--- config.mk ---
export PLATFORM = sky130hd
export DESIGN_NAME = dlc_ctrl
export DESIGN_NICKNAME = d
export VERILOG_FILES = /design/src/dlc_pkg.sv /design/src/dlc_ctrl.sv
export SDC_FILE = /design/constraint.sdc
export NUM_CORES = 1
export LEC_CHECK = 0
export ABC_AREA = 1
export ABC_CLOCK_PERIOD_IN_PS = 1700
export BUFFER_PORTS_ARGS = -buffer_cell sky130_fd_sc_hd__buf_4
export CORE_MARGIN = 8
export CORE_UTILIZATION = 35
export CTS_BUF_LIST = sky130_fd_sc_hd__clkbuf_4
export CTS_CLUSTER_SIZE = 25
export DETAILED_ROUTE_END_ITERATION = 8
export HOLD_SLACK_MARGIN = 0.06
export PLACE_DENSITY = 0.52
export SYNTH_ARGS = -nofsm -noshare
export SYNTH_HDL_FRONTEND = slang
export SYNTH_SLANG_ARGS = --single-unit
--- constraint.sdc ---
create_clock -name clk -period 1.7 [get_ports clk]
set_input_delay 0.17 -clock clk [delete_from_list [all_inputs] [get_ports clk]]
set_output_delay 0.17 -clock clk [all_outputs]
set_load 0.02 [all_outputs]
--- src/dlc_pkg.sv ---
// ----------------------------------------------------------------------------
// dlc_pkg: shared definitions for the direct linear convolution block
// Field widths, default parameters, opcodes and the control structs passed
// from the sequencer to the tap cells and the output stage.
// ----------------------------------------------------------------------------
package dlc_pkg;

	// fixed field widths
	localparam int RESULT_BITS  = 40;
	localparam int CFG_BITS     = 7;
	localparam int TAP_IDX_BITS = 6;

	// parameter defaults
	localparam int DEF_MAX_TAPS    = 64;
	localparam int DEF_SAMPLE_BITS = 16;

	// input opcodes
	localparam logic OP_TAP    = 1'b0;
	localparam logic OP_SAMPLE = 1'b1;

	// controls broadcast along the cell chain
	typedef struct packed {
		logic shift;   // advance the delay line by one sample
		logic zero_in; // shift a zero instead of the input sample
		logic clear;   // zero the whole delay line
		logic tap_we;  // write the addressed tap
	} cell_ctl_t;

	// output register controls
	typedef struct packed {
		logic cap;     // load the chain sum into the output register
		logic last;    // the loaded result ends the convolution
	} out_ctl_t;

endpackage

--- src/dlc_ctrl.sv ---
// ----------------------------------------------------------------------------
// dlc_ctrl: sequencer for the convolution chain
// Accepts tap writes and samples, waits for the sum to settle along the
// chain, loads results and runs the zero-fed tail after a last sample.
// ----------------------------------------------------------------------------
module dlc_ctrl import dlc_pkg::*; #(
	parameter int MAX_TAPS = DEF_MAX_TAPS,
	parameter int KW       = 7
) (
	input  logic          clk,
	input  logic          arst_n,
	input  logic          in_valid,
	output logic          in_ready,
	input  logic          opcode,
	input  logic          last_sample,
	input  logic [KW-1:0] k_eff,
	input  logic          out_ready,
	output logic          out_valid,
	output cell_ctl_t     ctl,
	output out_ctl_t      octl
);

	// the chain sum is valid once the settle counter reaches this value after a shift
	localparam int DONE_CNT = MAX_TAPS + 1;
	localparam int CW       = $clog2(DONE_CNT + 1);

	typedef enum logic [1:0] {
		ST_IDLE = 2'b01,
		ST_RUN  = 2'b10
	} state_t;

	state_t          state_q;
	logic [CW-1:0]   cnt_q;
	logic [KW-1:0]   tail_q;
	logic            last_q;
	logic            out_valid_q;
	logic            slot_free;
	logic            settled;
	logic            more_tail;

	assign in_ready  = (state_q == ST_IDLE);
	assign slot_free = !out_valid_q || out_ready;
	assign settled   = (cnt_q == CW'(DONE_CNT));
	assign more_tail = last_q && (tail_q != '0);

	// decode of the strobes
	always_comb begin
		ctl       = '0;
		octl      = '0;
		unique case (state_q)
			ST_IDLE: begin
				if (in_valid) begin
					ctl.tap_we = (opcode == OP_TAP);
					ctl.shift  = (opcode == OP_SAMPLE);
				end
			end
			ST_RUN: begin
				if (settled && slot_free) begin
					octl.cap     = 1'b1;
					octl.last    = last_q && (tail_q == '0);
					ctl.shift    = more_tail;
					ctl.zero_in  = more_tail;
					ctl.clear    = last_q && !more_tail;
				end
			end
			default: begin
				ctl  = '0;
				octl = '0;
			end
		endcase
	end

	// state, settle counter and tail count
	always_ff @(posedge clk or negedge arst_n) begin
		if (!arst_n) begin
			state_q <= ST_IDLE;
			cnt_q   <= '0;
			tail_q  <= '0;
			last_q  <= 1'b0;
		end else begin
			unique case (state_q)
				ST_IDLE: begin
					if (in_valid && opcode == OP_SAMPLE) begin
						state_q <= ST_RUN;
						cnt_q   <= '0;
						last_q  <= last_sample;
						tail_q  <= k_eff - KW'(1);
					end
				end
				ST_RUN: begin
					if (!settled) begin
						cnt_q <= cnt_q + CW'(1);
					end else if (slot_free) begin
						if (more_tail) begin
							cnt_q  <= '0;
							tail_q <= tail_q - KW'(1);
						end else begin
							state_q <= ST_IDLE;
							last_q  <= 1'b0;
						end
					end
				end
				default: begin
					state_q <= ST_IDLE;
				end
			endcase
		end
	end

	// output beat pending flag
	always_ff @(posedge clk or negedge arst_n) begin
		if (!arst_n) begin
			out_valid_q <= 1'b0;
		end else if (octl.cap) begin
			out_valid_q <= 1'b1;
		end else if (out_ready) begin
			out_valid_q <= 1'b0;
		end
	end

	assign out_valid = out_valid_q;

endmodule

---- Word-level counts from Yosys, hierarchy flattened ----
Index checks and enable logic that the tools add are counted.
word-level totals
  flip-flop bits (word level) ............. 18
  bits of input ports ..................... 13
cells by class
  add/subtract/negate cells ............... 3
  eq/ne operators ......................... 10
  muxes and demuxes ....................... 30
  bitwise operators ....................... 1
  reduce and logical (&&, ||, !) cells .... 16
operator list
  kind                                                                      count
  7-bit 2-to-1 mux                                                          8
  7-bit case mux with 2 select lines                                        2
  2-bit 2-to-1 mux                                                          7
  7-bit by 1-bit subtractor with 7-bit output (second input constant)       2
  5-bit AND reduction                                                       2
  1-bit 2-to-1 mux                                                          9
  2-bit inequality test (second input constant)                             4
  4-bit AND reduction                                                       2
  7-bit by 1-bit adder with 7-bit output (second input constant)            1
  7-bit == test (second input constant)                                     1
  7-bit zero test                                                           1
  7-bit nonzero test                                                        1
  3-bit inequality test (second input constant)                             2
  1-bit logical AND                                                         5
  1-bit case mux with 2 select lines                                        2
  2-bit case mux with 2 select lines                                        1
  2-bit nonzero test                                                        2
  3-bit 2-to-1 mux                                                          1
  2-bit by 1-bit == test with 1-bit output (second input constant)          1
  2-bit == test (second input constant)                                     1
  1-bit zero test                                                           2
  2-bit by 1-bit inequality test with 1-bit output (second input constant)  1
  1-bit logical OR                                                          1
  1-bit inverter                                                            1

---- Depth between registers and ports, before layout ----
  depth after elaboration ................. 6
  mapped depth ............................ 12
  depth with buffers taken out ............ 11

---- Least setup slack after synthesis ----
OpenSTA, ideal clock, no wires.
  kind .................................... register -> register
  from .................................... register state_q[0]
  to ...................................... register tail_q[4]
  library setup time ...................... 0.116 ns
  arrival time ............................ 1.730 ns
  path slack .............................. -0.146 ns
  stages on the path, launching flop included .. 11
  cells stage by stage .................... dfstp_2 > inv_1 > ha_1 > buf_6 > buf_8 > o21ai_4 > ha_1 > nand2_1 > xnor2_1 > nand2_1 > nand2_1
between the ends
  word-level cells in the longest chain between the ends .. 3
  elaborated cells between the ends (all ways) .. 9
ends and longest elaborated chain
  item                                                                       line            source
  start, declared                                                            dlc_ctrl.sv:32  state_t state_q;
  start signal, assigned                                                     dlc_ctrl.sv:76  state_q <= ST_IDLE;
  start signal, assigned                                                     dlc_ctrl.sv:84  state_q <= ST_RUN;
  start signal, assigned                                                     dlc_ctrl.sv:98  state_q <= ST_IDLE;
  2-bit == test or 2-bit by 1-bit == test with 1-bit output (tied branches)  dlc_ctrl.sv:81  unique case (state_q)
  2-bit inequality test (no line) (tied with other cells)                    n/a
  5-bit AND reduction (no line)                                              n/a
  end signal, assigned                                                       dlc_ctrl.sv:87  tail_q <= k_eff - KW'(1);
  end signal, assigned                                                       dlc_ctrl.sv:96  tail_q <= tail_q - KW'(1);
  end, declared                                                              dlc_ctrl.sv:34  logic [KW-1:0] tail_q;
Parallel ways exist; a longest one is shown, timed or not.
A chain may end at the register's enable or synchronous reset.

==> metrics.cfg <==
[outcome]
status=complete, but fails checks
violations=setup timing

[synth]
yosysUniqueCellTypes=28
synth_seq_cells=18
synth_cells=203
netlist_area_sq_um=1460
synth_nets=221
avgSynthCellArea_sq_um=7.193
synth_edf_count=0
async_flop_share_pct=100.0
yosys_warnings=0
yosys-top-cells-count=nand2_1 (73), inv_1 (26), dfrtp_1 (17)
yosysSeqAreaShare_pct=30.93
synth_top_area_cell=dfrtp_1
synthMostInstantiatedCell=nand2_1
yosysTopAreaCellShare_pct=29.13
synthTopCellsByArea=dfrtp_1 (29%), nand2_1 (19%), inv_1 (6.7%)
synthFlopType=dfrtp_1

[clock_network]
cts_buffers=3
path_clk_slew_ps=120
clock_sinks=18
cts_tree=yes
cts_buffer_depth=2
insertion_delay_ps=300
clock-root-buffer=clkbuf_4
htreeDepth=1

[setup_path]
startpoint_type=register
cp-end-kind=primary output
cpPeakStageDelay_ps=390
rr_startpoint=state_q[0]
crit_buf_inv=4
critical_path.most_common_cell=inv_2
path_delay_family=flip-flops
r2r_cells=9
r2r-end=tail_q[5]
crit_fanout=4
slowest_stage=dfrtp_1
reg2reg_slack_ps=-110
required_ps=1530
crit_type=reg2out
path_cells=inv_1, ha_1, nand2_1, inv_2, nand3_4, nor2_4, nand2_4, inv_2, nand2_2, a21oi_2, buf_4
timing.critical_path.arrival_ps=1670

[placement]
placed_area_sq_um=1772
placement.io_buffers=20
dp.cells=283
gp_congestion=0.7929
hpwl_mm=2.861

[die]
chipWidth_microns=80.59
dieArea_sq_um=6495
die_h_microns=80.59
fp.coreArea_sq_um=4000
rows=23
floorplan.io_pins=21
start_util_pct=36.50

[timing]
hold_viol_final=0
setup-violations-final=15
fmax_ghz=0.5421
fin_crit_ps=1845
rsz0062_at_grt=true
worst_slack_ps=-144.8
tightestPinTransition_ps=310.8
finalClockSkew_ps=4.379
finalSetupTns_ps=-1293
slew_viol_final=0
maxSlewHeadroom_pct=79.23
fin_crit_sh_pct=108.5

[power]
power_density_nw_per_um2=1456
worst_ir_drop_vdd_mv=0.8165
power.total_w=0.002925
leakagePower_nw=1.044

[layout]
antenna-diode-count=0
drive_gt1_share_pct=39.11
layout.nets=267
fillers=393
final_core_util_pct=50.20
synthToLayoutAreaGrowth_pct=37.53
layout.cells.non_filler=298
fin_area_sq_um=2008

[detailed_routing]
drc=0
drtIter0Drc=64
firstDrtPassIters=4
vias=1355
post_drt_wl_per_cell_microns=12.29
wl_mm=3.662
via_per_inst=4.547
ant_nets=0

[global_routing]
globalRouteTotalUtil_pct=12.25
grt_pass1_wl_mm=6.258
grt_overflow=0
grt_max_degree=19
antenna_found_initial=0
first_global_vias=1412

[min_path]
hold_depth=3
hold_path_class=in2reg
hold_path_end=last_q
hp-start=last_sample

[flow_run]
cap_viol_max_count=0

[metal layers]
metal / wire length [microns] / track usage [%] / vias to the layer above / share of wire [%]
li1: - / - / 721 / -
met1: 1601 / 13.72 / 621 / 44
met2: 1959 / 22.77 / 9 / 53
met3: 69 / 2.679 / 4 / 1.9
met4: 31 / 2.545 / 0 / 0.85
met5: 0 / 0 / - / 0
[cells in the final DEF, fill, tap and decap left out, types with 4 or more instances in the layout]
master	instances
nand3_1	14
nor2_2	5
buf_4	36
inv_1	23
buf_6	4
clkbuf_4	4
nand4_1	5
nand2_2	9
nor2_1	11
nand2_4	9
inv_2	5
dfrtp_1	17
nand2_1	68
[metrics by stage]
step / worst slack (ps) / hold WS [ps]
final: -144.8 / 116.3
after CTS: -186.5 / 111.7
after global placement: 10.40 / 62.46
after global routing: -265.3 / 104.2
after floorplan: -34.03 / -125.6
after detailed placement: 20.01 / 62.30
[worst max path at each step]
stage | startpoint | end | slack (ps) | cells after the start
after global routing | cnt_q[1] | ctl[3] | -270 | 11
after CTS | cnt_q[1] | ctl[3] | -190 | 11
after global placement | state_q[0] | tail_q[2] | 10 | 8
after detailed placement | state_q[0] | tail_q[2] | 20 | 8
after floorplan | state_q[0] | tail_q[4] | -30 | 10
final | cnt_q[1] | ctl[3] | -140 | 11
[final cells by class]
cell class / instances / area, sq um / area share, %
Timing Repair Buffer: 43 / 372.9 / 18.57
Clock buffer: 4 / 30.03 / 1.495
Tap cell: 50 / 62.56 / 3.115
Inverter: 29 / 113.9 / 5.670
Sequential cell: 18 / 451.7 / 22.49
Multi-Input combinational cell: 154 / 977.2 / 48.66
[logic make-up after synthesis]
family / synth area share, %
xor gates and xnor gates: 3.000
buffers and inverters: 9.426
and+or+nand+nor: 44.64
adders and majority gates: 4.284
DFF: 30.93
AOI/OAI and AO/OA: 7.713
[worst min-delay path, cell delays in order]
cell and delay, ps:
buf_4 80, nand4_1 80, nand2_1 70
[flip-flops by register name (all words and copies together), names as in the netlist]
register   cells
state_q        2
cnt_q          7
last_q         1
tail_q         7
out_valid      1
[power breakdown]
| part | internal [W] | switching [W] | total [W] |
|---|---|---|---|
| clock network | 0.000107 | 0.000148 | 0.000256 |
| logic | 0.000858 | 0.00112 | 0.00197 |
| registers | 0.000567 | 0.000127 | 0.000694 |
| total | 0.00153 | 0.00139 | 0.00292 |
[timing repair]
| item | 4_1_cts | 5_1_grt |
|---|---|---|
| endpoints found under the setup margin | 8 | 16 |
| resized for setup | 22 | 6 |
| hold buffers | 1 | 0 |
| hold endpoints to repair | 18 | 0 |
| setup buffers | 7 | 2 |
| pin swaps | 8 | 6 |
| cloned | 1 | 0 |
Note: power is estimated with default switching activity, not from simulation.
