### config.mk
export PLATFORM = sky130hd
export DESIGN_NAME = dlc_cell
export DESIGN_NICKNAME = d
export VERILOG_FILES = /design/src/dlc_pkg.sv /design/src/dlc_cell.sv
export SDC_FILE = /design/constraint.sdc
export NUM_CORES = 1
export LEC_CHECK = 0
export ABC_AREA = 1
export ABC_CLOCK_PERIOD_IN_PS = 7000
export BUFFER_PORTS_ARGS = -buffer_cell sky130_fd_sc_hd__buf_4
export CORE_ASPECT_RATIO = 1.1
export CORE_MARGIN = 2
export CORE_UTILIZATION = 40
export CTS_CLUSTER_SIZE = 20
export DETAILED_ROUTE_END_ITERATION = 10
export GPL_TIMING_DRIVEN = 0
export HOLD_SLACK_MARGIN = 0.1
export PLACE_DENSITY = 0.55
export SETUP_SLACK_MARGIN = 0.15
export SYNTH_ARGS = -nofsm -noshare
export SYNTH_HDL_FRONTEND = slang
export SYNTH_SLANG_ARGS = --single-unit
### constraint.sdc
create_clock -name clk -period 7 [get_ports clk]
set_clock_uncertainty 0.05 [all_clocks]
set_input_delay 0.35 -clock clk [delete_from_list [all_inputs] [get_ports clk]]
set_output_delay 0.35 -clock clk [all_outputs]
set_load 0.05 [all_outputs]
### src/dlc_pkg.sv
// ----------------------------------------------------------------------------
// dlc_pkg: shared definitions for the direct linear convolution block
// Field widths, default parameters, opcodes and the control structs passed
// from the sequencer to the tap cells and the output stage.
// ----------------------------------------------------------------------------
package dlc_pkg;

	// fixed field widths
	localparam int RESULT_BITS  = 40;
	localparam int CFG_BITS     = 7;
	localparam int TAP_IDX_BITS = 6;

	// parameter defaults
	localparam int DEF_MAX_TAPS    = 64;
	localparam int DEF_SAMPLE_BITS = 16;

	// input opcodes
	localparam logic OP_TAP    = 1'b0;
	localparam logic OP_SAMPLE = 1'b1;

	// controls broadcast along the cell chain
	typedef struct packed {
		logic shift;   // advance the delay line by one sample
		logic zero_in; // shift a zero instead of the input sample
		logic clear;   // zero the whole delay line
		logic tap_we;  // write the addressed tap
	} cell_ctl_t;

	// output register controls
	typedef struct packed {
		logic cap;     // load the chain sum into the output register
		logic last;    // the loaded result ends the convolution
	} out_ctl_t;

endpackage

### src/dlc_cell.sv
// ----------------------------------------------------------------------------
// dlc_cell: one tap of the convolution chain
// Holds one tap and one delay-line sample, forms their product and adds it
// to the partial sum coming from the previous cell.
// ----------------------------------------------------------------------------
module dlc_cell import dlc_pkg::*; #(
	parameter int SAMPLE_BITS = DEF_SAMPLE_BITS,
	parameter int IDX         = 0,
	parameter int KW          = 7
) (
	input  logic                          clk,
	input  logic                          arst_n,
	input  cell_ctl_t                     ctl,
	input  logic [TAP_IDX_BITS-1:0]       tap_index,
	input  logic signed [SAMPLE_BITS-1:0] tap_value,
	input  logic [KW-1:0]                 k_eff,
	input  logic signed [SAMPLE_BITS-1:0] samp_in,
	output logic signed [SAMPLE_BITS-1:0] samp_out,
	input  logic signed [RESULT_BITS-1:0] psum_in,
	output logic signed [RESULT_BITS-1:0] psum_out
);

	logic signed [SAMPLE_BITS-1:0]   samp_q;
	logic signed [SAMPLE_BITS-1:0]   tap_q;
	logic signed [2*SAMPLE_BITS-1:0] mul;
	logic signed [RESULT_BITS-1:0]   prod_q;
	logic signed [RESULT_BITS-1:0]   psum_q;
	logic                            active;
	logic                            tap_hit;

	assign active  = 32'(k_eff) > IDX;
	assign tap_hit = ctl.tap_we && (32'(tap_index) == IDX);

	// delay-line stage
	always_ff @(posedge clk or negedge arst_n) begin
		if (!arst_n) begin
			samp_q <= '0;
		end else if (ctl.clear) begin
			samp_q <= '0;
		end else if (ctl.shift) begin
			samp_q <= samp_in;
		end
	end

	// tap register, loaded by index
	always_ff @(posedge clk) begin
		if (tap_hit) begin
			tap_q <= tap_value;
		end
	end

	// product, then add into the passing sum; taps beyond the kernel add zero
	assign mul = tap_q * samp_q;

	always_ff @(posedge clk) begin
		prod_q <= active ? RESULT_BITS'(mul) : '0;
		psum_q <= psum_in + prod_q;
	end

	assign samp_out = samp_q;
	assign psum_out = psum_q;

endmodule

## After elaboration in Yosys (flattened, before gate mapping)

Index checks and enable logic that the tools add are counted.

- Register bits after elaboration: 104
- Input bits: 91
- Output and inout port bits: 56
- Word-level logic and storage cells: 12

- $add $sub $neg: 1
- Multipliers: 1
- Order comparisons: 1
- Muxes and demuxes: 2
- Reduce and logical (&&, ||, !) cells: 3

Operator list:

| kind | count |
|---|---|
| adder 40 x 32 -> 40 bit | 1 |
| multiplier 16 x 16 -> 32 bit | 1 |
| two-way mux 16 bit | 2 |
| greater-than comparator 7 x 1 -> 1 bit, second input constant | 1 |
| logical NOT 6 bit | 1 |
| nonzero test 2 bit | 1 |
| logical AND 1 bit | 1 |

## Depth between registers and ports, before layout

Gate-level depths: netlist (run 1).

- Word-level depth: 2
- Mapped depth: 26
- Depth with buffers taken out: 24

## Worst setup path after synthesis (run 1)

No wires, ideal clock.

- Path type: register -> register
- Start point: reg samp_q[3] (netlist: samp_out[3])
- End point: reg prod_q[29]
- Library setup time: 0.111 ns
- Data arrival time: 5.715 ns
- Slack: 1.124 ns
- Cell stages (with the launch flop): 22
- Path buffers: 2
- Period minus slack after synthesis: 5.876 ns
- Path through: dfrtp_1 -> clkbuf_1 -> clkbuf_1 -> nand2_1 -> inv_1 -> fa_1 -> fa_1 -> inv_1 -> fa_1 -> fa_1 -> fa_1 -> fa_1 -> inv_1 -> ha_1 -> nand2_1 -> nor2_1 -> nand2_1 -> nor3_1 -> nand2_1 -> nand3_1 -> and2_1 -> nor2_1

- Cells in the longest elaborated chain, start to end: 1

Ends and longest elaborated chain:

| item | RTL line | text |
|---|---|---|
| start: declaration | dlc_cell.sv:23 | `logic signed [SAMPLE_BITS-1:0] samp_q;` |
| start signal: assignment | dlc_cell.sv:41 | `samp_q <= samp_in;` |
| multiplier 16 x 16 -> 32 bit | dlc_cell.sv:53 | `assign mul = tap_q * samp_q;` |
| end signal: assignment | dlc_cell.sv:56 | `prod_q <= active ? RESULT_BITS'(mul) : '0;` |
| end: declaration | dlc_cell.sv:26 | `logic signed [RESULT_BITS-1:0] prod_q;` |

No other way between the ends.
A chain may end at the register's enable or synchronous reset.

## Worst setup path after layout (run 1)

- Start point: reg samp_q[1] (netlist: samp_out[1])
- End point: reg prod_q[28]

Same word-level chain as after synthesis.

==> results.cfg, run 1 <==
[run_status]
status = finished clean

[power]
switchingPower_mw = 3.220
power_switching_share_pct = 55.48
seqPwrFrac_pct = 15.6
combPwrFrac_pct = 74.6
p_leak_nw = 11.24
vdd_drop_max_v = 0.0001813
power_density_mw_per_mm2 = 304.9
p_int_mw = 2.584
p_clk_share_pct = 9.8

[timing]
worstMarginPinSlew_ns = 0.9142
fmax_mhz = 155.1
hold_viol = 0
finalSetupViolCount = 0
period_minus_slack_ns = 6.445
post-route-period-util_pct = 92.08
fin_tns_setup_ns = 0
hold_ws_ns = 0.1295
rsz0062_at_grt = no
max-slew-margin-rel_pct = 39.05
drv_slew = 0

[critical_path]
crit_path_max_fanout = 8
timing.rr.end = prod_q[28]
worstSetupPathType = register to register
crit_arrival_ns = 6.69
end_kind = register
ff2ff_path_depth = 20
cp.required_ns = 7.24
cp-start-kind = register
r2r_start = samp_out[1]
rrSetupSlack_ns = 0.55

[routing]
wl_per_cell_um = 15.95
first_iter_violations = 645
vias = 14480
final_antenna_net_count = 0
via_per_inst = 4.698
drc = 0
first_pass_iters = 7
wl_um = 49170

[floorplan]
io_pins = 147
die_height_um = 218.7
die_area_mm2 = 0.04355
core_mm2 = 0.04128
initial_utilization_pct = 40.60
rows = 78
die_x_um = 199.2

[global_routing]
grt_max_degree = 20
overflow = 0
globalRouteTotalUtil_pct = 24.19
grt_pass1_vias = 15550
grt_pass1_wl_um = 79700
antenna_found_initial = 0

[run]
drv_cap = 0

[placed_design]
globalplace.congestion = 0.9192
hpwl_um = 43020
numPortBuffers = 144

[clock_tree]
clock_tree.root_cell = clkbuf_16
cts_buffers = 9
clkSlewWorstSetupHoldPaths_ns = 0.07
cts_buffer_depth = 2
cts_sinks = 104
insertion_delay_ns = 0.41
cts_tree = yes
cts_setup_buffers = 0
h-tree-depth = 3

[cells_and_area]
area_growth_pct = 13.57
nets = 2992
diodes = 0
layout-drive-gt1-share_pct = 8.644
nFillCells = 4335

[hold_path]
hold_depth = 2
holdCritPathClass = input pin to register
hold_end = psum_out[0]
hp-start = psum_in[0]

[yosys]
synth_largest_area_cell = fa_1
yosys-top-cells-area = fa_1 31%, nand2_1 16%, inv_1 14%, ha_1 9.0%, dfxtp_1 8.6%
yosys_warnings = 0
syn_area_per_cell_um2 = 7.147
synth_seq_area_share_pct = 13.86
ys_ff_latch = 104
syn_area_mm2 = 0.01676
syn-num-nets = 2820
yosysUniqueCellTypes = 36
syn_inst = 2345
synthDominantCellAreaShare_pct = 31.41
[placed cells by master, fill, tap and decap left out, types with 6 or more instances in the layout]
cell type      count
a21oi_1           60
a21oi_2            6
buf_4            145
clkbuf_1          60
clkbuf_16          9
dfrtp_1           16
dfxtp_1           72
dlygate4sd3_1     17
edfxtp_1          16
fa_1             262
ha_1             121
inv_1            629
nand2_1          706
nand2_2           11
nand3_1           86
nand3_2            7
nand4_1           21
nor2_1           144
nor2_2            16
nor3_1            11
o21a_1             7
o21ai_0           30
o21bai_1          10
xor2_1            19
[what timing repair did]
| item | CTS | global route |
|---|---|---|
| setup endpoints to repair | 2 | 8 |
| resized for setup | 3 | 4 |
| cloned | 0 | 0 |
| hold buffers | 17 | 0 |
| endpoints found under the hold margin | 32 | 0 |
[power groups by stage]
stage	sequential, mW	clock [mW]	combinational (mW)
detailed placement	0.924	0	4.32
global route	0.930	0.609	4.93
floorplan	1.33	0	2.74
global placement	0.922	0	4.28
CTS	0.910	0.589	4.35
finish	0.907	0.568	4.33
[per-stage QoR]
step,cells,worst slack (ns),power [mW],util (%),cell area (um2)
floorplan,2345,1.124,4.064,-,16760
global placement,3049,0.1694,5.199,44.91,18540
detailed placement,3049,0.05618,5.239,44.91,18540
CTS,3082,0.2002,5.848,46.10,19030
global route,3082,0.2405,6.468,46.11,19030
finish,3082,0.5546,5.804,46.11,19030
[per-layer routing]
metal	track usage, %	wire, um	share of wire, %
met1	27.61	20170	41
met2	45.67	25380	52
met3	2.901	1986	4.0
met4	9.055	1626	3.3
met5	0	0	0
[kinds of logic (layout without fill, tap and decap cells)]
| kind of cell | after synthesis | in the layout | share of synthesized area [%] |
|---|---|---|---|
| adder cells (fa/ha/maj) | 384 | 384 | 40.45 |
| buffers and inverters | 698 | 875 | 15.67 |
| AO/OA/AOI/OAI | 117 | 117 | 3.904 |
| flip-flops | 104 | 104 | 13.86 |
| XOR/XNOR | 23 | 23 | 1.202 |
| AND/OR/NAND/NOR | 1019 | 1019 | 24.92 |
[critical path, stage by stage, from the launching register on]
cell	delay [ns]
dfrtp_1	0.35
clkbuf_1	0.52
nand2_1	0.20
inv_1	0.18
fa_1	0.55
fa_2	0.82
inv_1	0.14
fa_1	0.49
inv_1	0.05
fa_1	0.55
fa_1	0.43
fa_1	0.49
ha_1	0.40
nand2_1	0.12
nor2_1	0.27
nand2_1	0.13
nor3_1	0.15
nand2_1	0.15
nand3_1	0.10
and2_1	0.12
nor2_1	0.05
[worst max path at each step]
| stage | end | cells past startpoint | startpoint |
|---|---|---|---|
| detailed placement | prod_q[28] | 21 | samp_out[3] |
| global placement | prod_q[28] | 21 | samp_out[3] |
| CTS | prod_q[28] | 21 | samp_out[3] |
| finish | prod_q[28] | 20 | samp_out[1] |
| floorplan | prod_q[29] | 21 | samp_out[3] |
| global route | prod_q[26] | 22 | samp_out[5] |
[registers in the layout, indices dropped and copies added (netlist names)]
register and cells:
psum_out 40, prod_q 32, samp_out 16, tap_q 16
[final cells by class]
class | instances | area (um2) | area share [%]
timing repair buffer | 161 | 1251 | 6.573
clock buffer | 10 | 229.0 | 1.203
inverter | 631 | 2369 | 12.44
tap | 560 | 700.7 | 3.681
multi-input combinational | 1543 | 11810 | 62.07
buffer | 67 | 262.8 | 1.380
clock inverter | 6 | 86.33 | 0.4536
sequential | 104 | 2322 | 12.20
[cell usage after synthesis, drive strengths merged]
master and count:
dfrtp 16, clkbuf 63, or2 4, fa 263, nor4 2, o21bai 10, o21a 7, xnor2 4
nor2 162, buf 4, nand3b 3, o21ai 34, a21oi 66, nor3 12, nand4 21, inv 631
xor2 19, edfxtp 16, and2 4, ha 121, nand3 93, and3 1, dfxtp 72, nand2 717
Note: power is estimated with default switching activity, not from simulation.
==> run 2: changes to the inputs <==
PLACE_DENSITY = 0.66   (was 0.55)
==> results.cfg, run 2 (synthesis results as in run 1) <==
[run_status]
status = finished clean

[cells_and_area]
area_growth_pct = 13.36
final_common_cell = nand2_1
fin_area_mm2 = 0.01900
layout-drive-gt1-share_pct = 8.565
nets = 2993
diodes = 0
layout_common_cells = 706 x nand2_1, 629 x inv_1, 262 x fa_1
largest_register_ffs = 40

[timing]
fin_tns_setup_ns = 0
rsz0062_at_grt = no
hold_viol = 0
max-slew-margin-rel_pct = 42.38
period_minus_slack_ns = 6.484
fmax_mhz = 154.2
worstMarginPinSlew_ns = 0.8643
finalSetupViolCount = 0
drv_slew = 0
post-route-period-util_pct = 92.63

[placed_design]
postPlaceCellArea_mm2 = 0.01854
globalplace.congestion = 0.9609
hpwl_um = 40540
numPortBuffers = 144

[floorplan]
die_area_mm2 = 0.04355
die_x_um = 199.2
io_pins = 147
die_height_um = 218.7
initial_utilization_pct = 40.60
core_mm2 = 0.04128
rows = 78

[clock_tree]
cts_tree = yes
cts_sinks = 104
cts_setup_buffers = 0
clock_tree.root_cell = clkbuf_16
insertion_delay_ns = 0.40
h-tree-depth = 3
cts_buffer_depth = 2
cts_buffers = 9
clkSlewWorstSetupHoldPaths_ns = 0.08

[global_routing]
grt_pass1_vias = 15300
grt_use_met1_pct = 26.95
overflow = 0
antenna_found_initial = 0
met3_usage_pct = 3.302
grtUsageMet2_pct = 40.66
grt.busiest_layer = met2
grt_pass1_wl_um = 76320
globalRouteTotalUtil_pct = 22.88
grt_max_degree = 18

[routing]
wl_per_cell_um = 15.21
drc = 0
wl_um = 46870
final_antenna_net_count = 0
first_iter_violations = 742
first_pass_iters = 7
vias = 14530
via_per_inst = 4.715

[power]
p_leak_nw = 11.22
vdd_drop_max_v = 0.0001998
power_density_mw_per_mm2 = 304.2

[critical_path]
worstSetupPathType = register to register
end_kind = register
cp-start-kind = register
crit_arrival_ns = 6.72
cp.required_ns = 7.24
crit_path_max_fanout = 10

[hold_path]
holdCritPathClass = input pin to register

[run]
drv_cap = 0
==> run 2: cell types whose count changed in the layout (fill, tap and decap cells not counted), sizes merged <==
cell,before,now
dlygate4sd3,17,18
inv,635,633
clkinv,1,2
bufinv,1,0
clkinvlp,0,1
==> run 2: worst max-delay path: stages, from the launching register on <==
cell and delay (ns):
dfrtp_1 0.35, clkbuf_1 0.43, clkbuf_2 0.41, nand2_1 0.12, inv_1 0.10, fa_1 0.55
fa_2 0.79, inv_1 0.14, fa_1 0.49, inv_1 0.05, fa_1 0.55, fa_1 0.43
fa_1 0.47, ha_1 0.40, nand2_1 0.11, nor2_1 0.24, nand2_1 0.14, nor3_1 0.14
nand2_1 0.14, nand3_1 0.09, and2_1 0.12, nor2_1 0.06
==> run 2: layer usage <==
| layer | wire [um] | vias to the layer above | part of all wire, % |
|---|---|---|---|
| met3 | 2814 | 107 | 6.0 |
| met4 | 2271 | 0 | 4.8 |
| li1 | - | 7149 | - |
| met1 | 19080 | 6788 | 41 |
| met2 | 22710 | 489 | 48 |
| met5 | 0 | - | 0 |
==> run 2: stage by stage <==
stage / cells / worst slack [ns] / utilization, % / total power, mW / hold slack (ns)
after floorplan: 2345 / 1.124 / - / 4.064 / 0.004409
final: 3082 / 0.5158 / 46.02 / 5.780 / 0.1379
after global routing: 3082 / 0.2101 / 46.02 / 6.409 / 0.1373
after CTS: 3082 / 0.2277 / 46.01 / 5.798 / 0.1108
after detailed placement: 3049 / 0.2375 / 44.91 / 5.255 / 0.1717
after global placement: 3049 / 0.3604 / 44.91 / 5.206 / 0.1706
==> run 2: what timing repair did <==
action / in CTS / in global routing
hold buffers: 18 / 0
hold endpoints to repair: 33 / 0
endpoints found under the setup margin: 0 / 8
gates resized for setup: 0 / 7
==> run 2: worst paths after layout <==
kind | startpoint | to | depth (start not counted) | slack, ns
hold reg to reg | prod_q[0] | psum_out[0] | 1 | 0.43
hold / removal | samp_in[5] | samp_out[5] | 3 | 0.14
min in group asynchronous | arst_n | samp_out[0] | 2 | 0.29
setup / recovery | samp_out[3] | prod_q[28] | 21 | 0.52
setup reg to reg | samp_out[3] | prod_q[28] | 21 | 0.52
max in group asynchronous | arst_n | samp_out[14] | 2 | 6.42
==> run 2: power by group <==
part / internal, mW / switching [mW] / leakage, nW / total (mW)
clock: 0.243 / 0.262 / 0.131 / 0.505
combinational: 1.46 / 2.90 / 10.1 / 4.36
sequential: 0.840 / 0.0742 / 0.963 / 0.914
total: 2.55 / 3.23 / 11.2 / 5.78
==> run 2: area by class of cell <==
class	instances	area [um2]
Timing Repair Buffer	162	1261
Inverter	631	2369
Sequential cell	104	2322
Tap cell	560	700.7
Multi-Input combinational cell	1543	11810
Buffer	67	261.5
Clock inverter	5	41.29
Fill cell	4160	22280
Clock buffer	10	229.0
==> run 3: changes to the inputs <==
CORE_ASPECT_RATIO = unset   (was 1.1)
HOLD_SLACK_MARGIN = 0.15   (was 0.1)
==> results.cfg, run 3 (synthesis results as in run 1) <==
[run_status]
status = finished clean

[cells_and_area]
area_growth_pct = 14.27
utilization_pct = 46.59
layout-drive-gt1-share_pct = 8.553
nFillCells = 4160
nets = 3007
largest_register_ffs = 40
final_common_cell = nand2_1
layout_common_cells = 706 x nand2_1, 629 x inv_1, 263 x fa_1
diodes = 0

[critical_path]
crit_arrival_ns = 6.81
cp.required_ns = 7.24
cp-start-kind = register
worstSetupPathType = register to register
rrSetupSlack_ns = 0.44
end_kind = register
crit_path_max_fanout = 10

[timing]
period_minus_slack_ns = 6.561
fmax_mhz = 152.4
hold_viol = 0
post-route-period-util_pct = 93.73
worstMarginPinSlew_ns = 0.8342
drv_slew = 0
rsz0062_at_grt = no
finalSetupViolCount = 0
fin_tns_setup_ns = 0
max-slew-margin-rel_pct = 44.39
worst_slack_ns = 0.4388

[power]
p_clk_share_pct = 9.7
p_int_mw = 2.602
seqPwrFrac_pct = 15.7
combPwrFrac_pct = 74.6
vdd_drop_max_v = 0.0001649
p_leak_nw = 11.31
power_switching_share_pct = 55.34
power_density_mw_per_mm2 = 304.2
switchingPower_mw = 3.225

[global_routing]
grtUsageMet2_pct = 38.07
grt.busiest_layer = met2
globalRouteTotalUtil_pct = 22.08
grt_max_degree = 21
grt_pass1_vias = 15320
antenna_found_initial = 0
met3_usage_pct = 4.373
overflow = 0
grt_use_met1_pct = 26.98
grt_pass1_wl_um = 75560

[floorplan]
die_area_mm2 = 0.04355
die_x_um = 208.7
initial_utilization_pct = 40.77
die_height_um = 208.7
io_pins = 147
core_mm2 = 0.04111
rows = 74

[clock_tree]
cts_buffers = 9
h-tree-depth = 3
clkSlewWorstSetupHoldPaths_ns = 0.07
cts_tree = yes
insertion_delay_ns = 0.41
clock_tree.root_cell = clkbuf_16
cts_sinks = 104
cts_buffer_depth = 2

[routing]
via_per_inst = 4.758
first_iter_violations = 841
first_pass_iters = 5
final_antenna_net_count = 0
wl_um = 45770
vias = 14600
wl_per_cell_um = 14.91
drc = 0

[placed_design]
numPortBuffers = 144
globalplace.congestion = 0.9932
preCtsSetupSlack_ns = 0.3895
hpwl_um = 39450

[hold_path]
holdCritPathClass = input pin to register

[run]
drv_cap = 0
run 3: layout make-up:
cell class                      count  area [um2]  area share, %
Inverter                          631        2369          12.37
Tap cell                          532       665.6          3.476
Clock inverter                      7       96.34         0.5030
Clock buffer                        9       225.2          1.176
Timing Repair Buffer              176        1401          7.317
Sequential cell                   104        2322          12.13
Multi-Input combinational cell   1543       11810          61.67
Buffer                             67       261.5          1.365
run 3: metal layers:
layer	vias to the layer above	part of all wire, %	routed length [um]
met5	-	0	0
met4	0	4.2	1938
met3	110	7.2	3287
met2	494	47	21580
met1	6814	41	18970
li1	7185	-	-
run 3: what timing repair did:
item / 4_1_cts / 5_1_grt
hold buffers: 32 / 0
setup endpoints to repair: 0 / 7
gates resized for setup: 0 / 6
setup buffers: 0 / 0
hold endpoints to repair: 47 / 0
run 3: metrics by stage:
| step | instances | hold WS [ns] | cell area, um2 | power [mW] |
|---|---|---|---|---|
| after global placement | 3021 | 0.1686 | 18510 | 5.178 |
| after global routing | 3069 | 0.1636 | 19150 | 6.465 |
| after CTS | 3069 | 0.1516 | 19150 | 5.850 |
| after floorplan | 2345 | 0.004409 | 16760 | 4.064 |
| after detailed placement | 3021 | 0.1704 | 18510 | 5.242 |
| final | 3069 | 0.1724 | 19150 | 5.826 |
run 3: path summary, 6_finish.rpt:
kind | start | endpoint | cells after the start
worst max-delay path | samp_out[3] | prod_q[28] | 21
worst min-delay path | samp_in[4] | samp_out[4] | 3
worst max register to register | samp_out[3] | prod_q[28] | 21
worst min register to register | prod_q[0] | psum_out[0] | 1
max in group asynchronous | arst_n | samp_out[9] | 2
min in group asynchronous | arst_n | samp_out[0] | 2
run 3: power by group through the flow:
stage | registers, mW | clock network, mW | logic, mW
2_1_floorplan | 1.33 | 0 | 2.74
3_3_place_gp | 0.925 | 0 | 4.25
3_5_place_dp | 0.929 | 0 | 4.31
4_1_cts | 0.915 | 0.584 | 4.35
5_1_grt | 0.932 | 0.603 | 4.93
6_report | 0.913 | 0.567 | 4.35
run 3: worst max-delay path: stages (launching register included):
cell and delay, ns:
dfrtp_1 0.36, clkbuf_1 0.43, clkbuf_2 0.39, nand2_1 0.09
inv_1 0.09, fa_1 0.58, fa_1 0.86, inv_1 0.16
fa_1 0.50, inv_1 0.05, fa_1 0.55, fa_1 0.43
fa_1 0.46, ha_1 0.43, nand2_1 0.12, nor2_1 0.22
nand2_1 0.13, nor3_1 0.15, nand2_1 0.14, nand3_1 0.09
and2_1 0.12, nor2_1 0.05
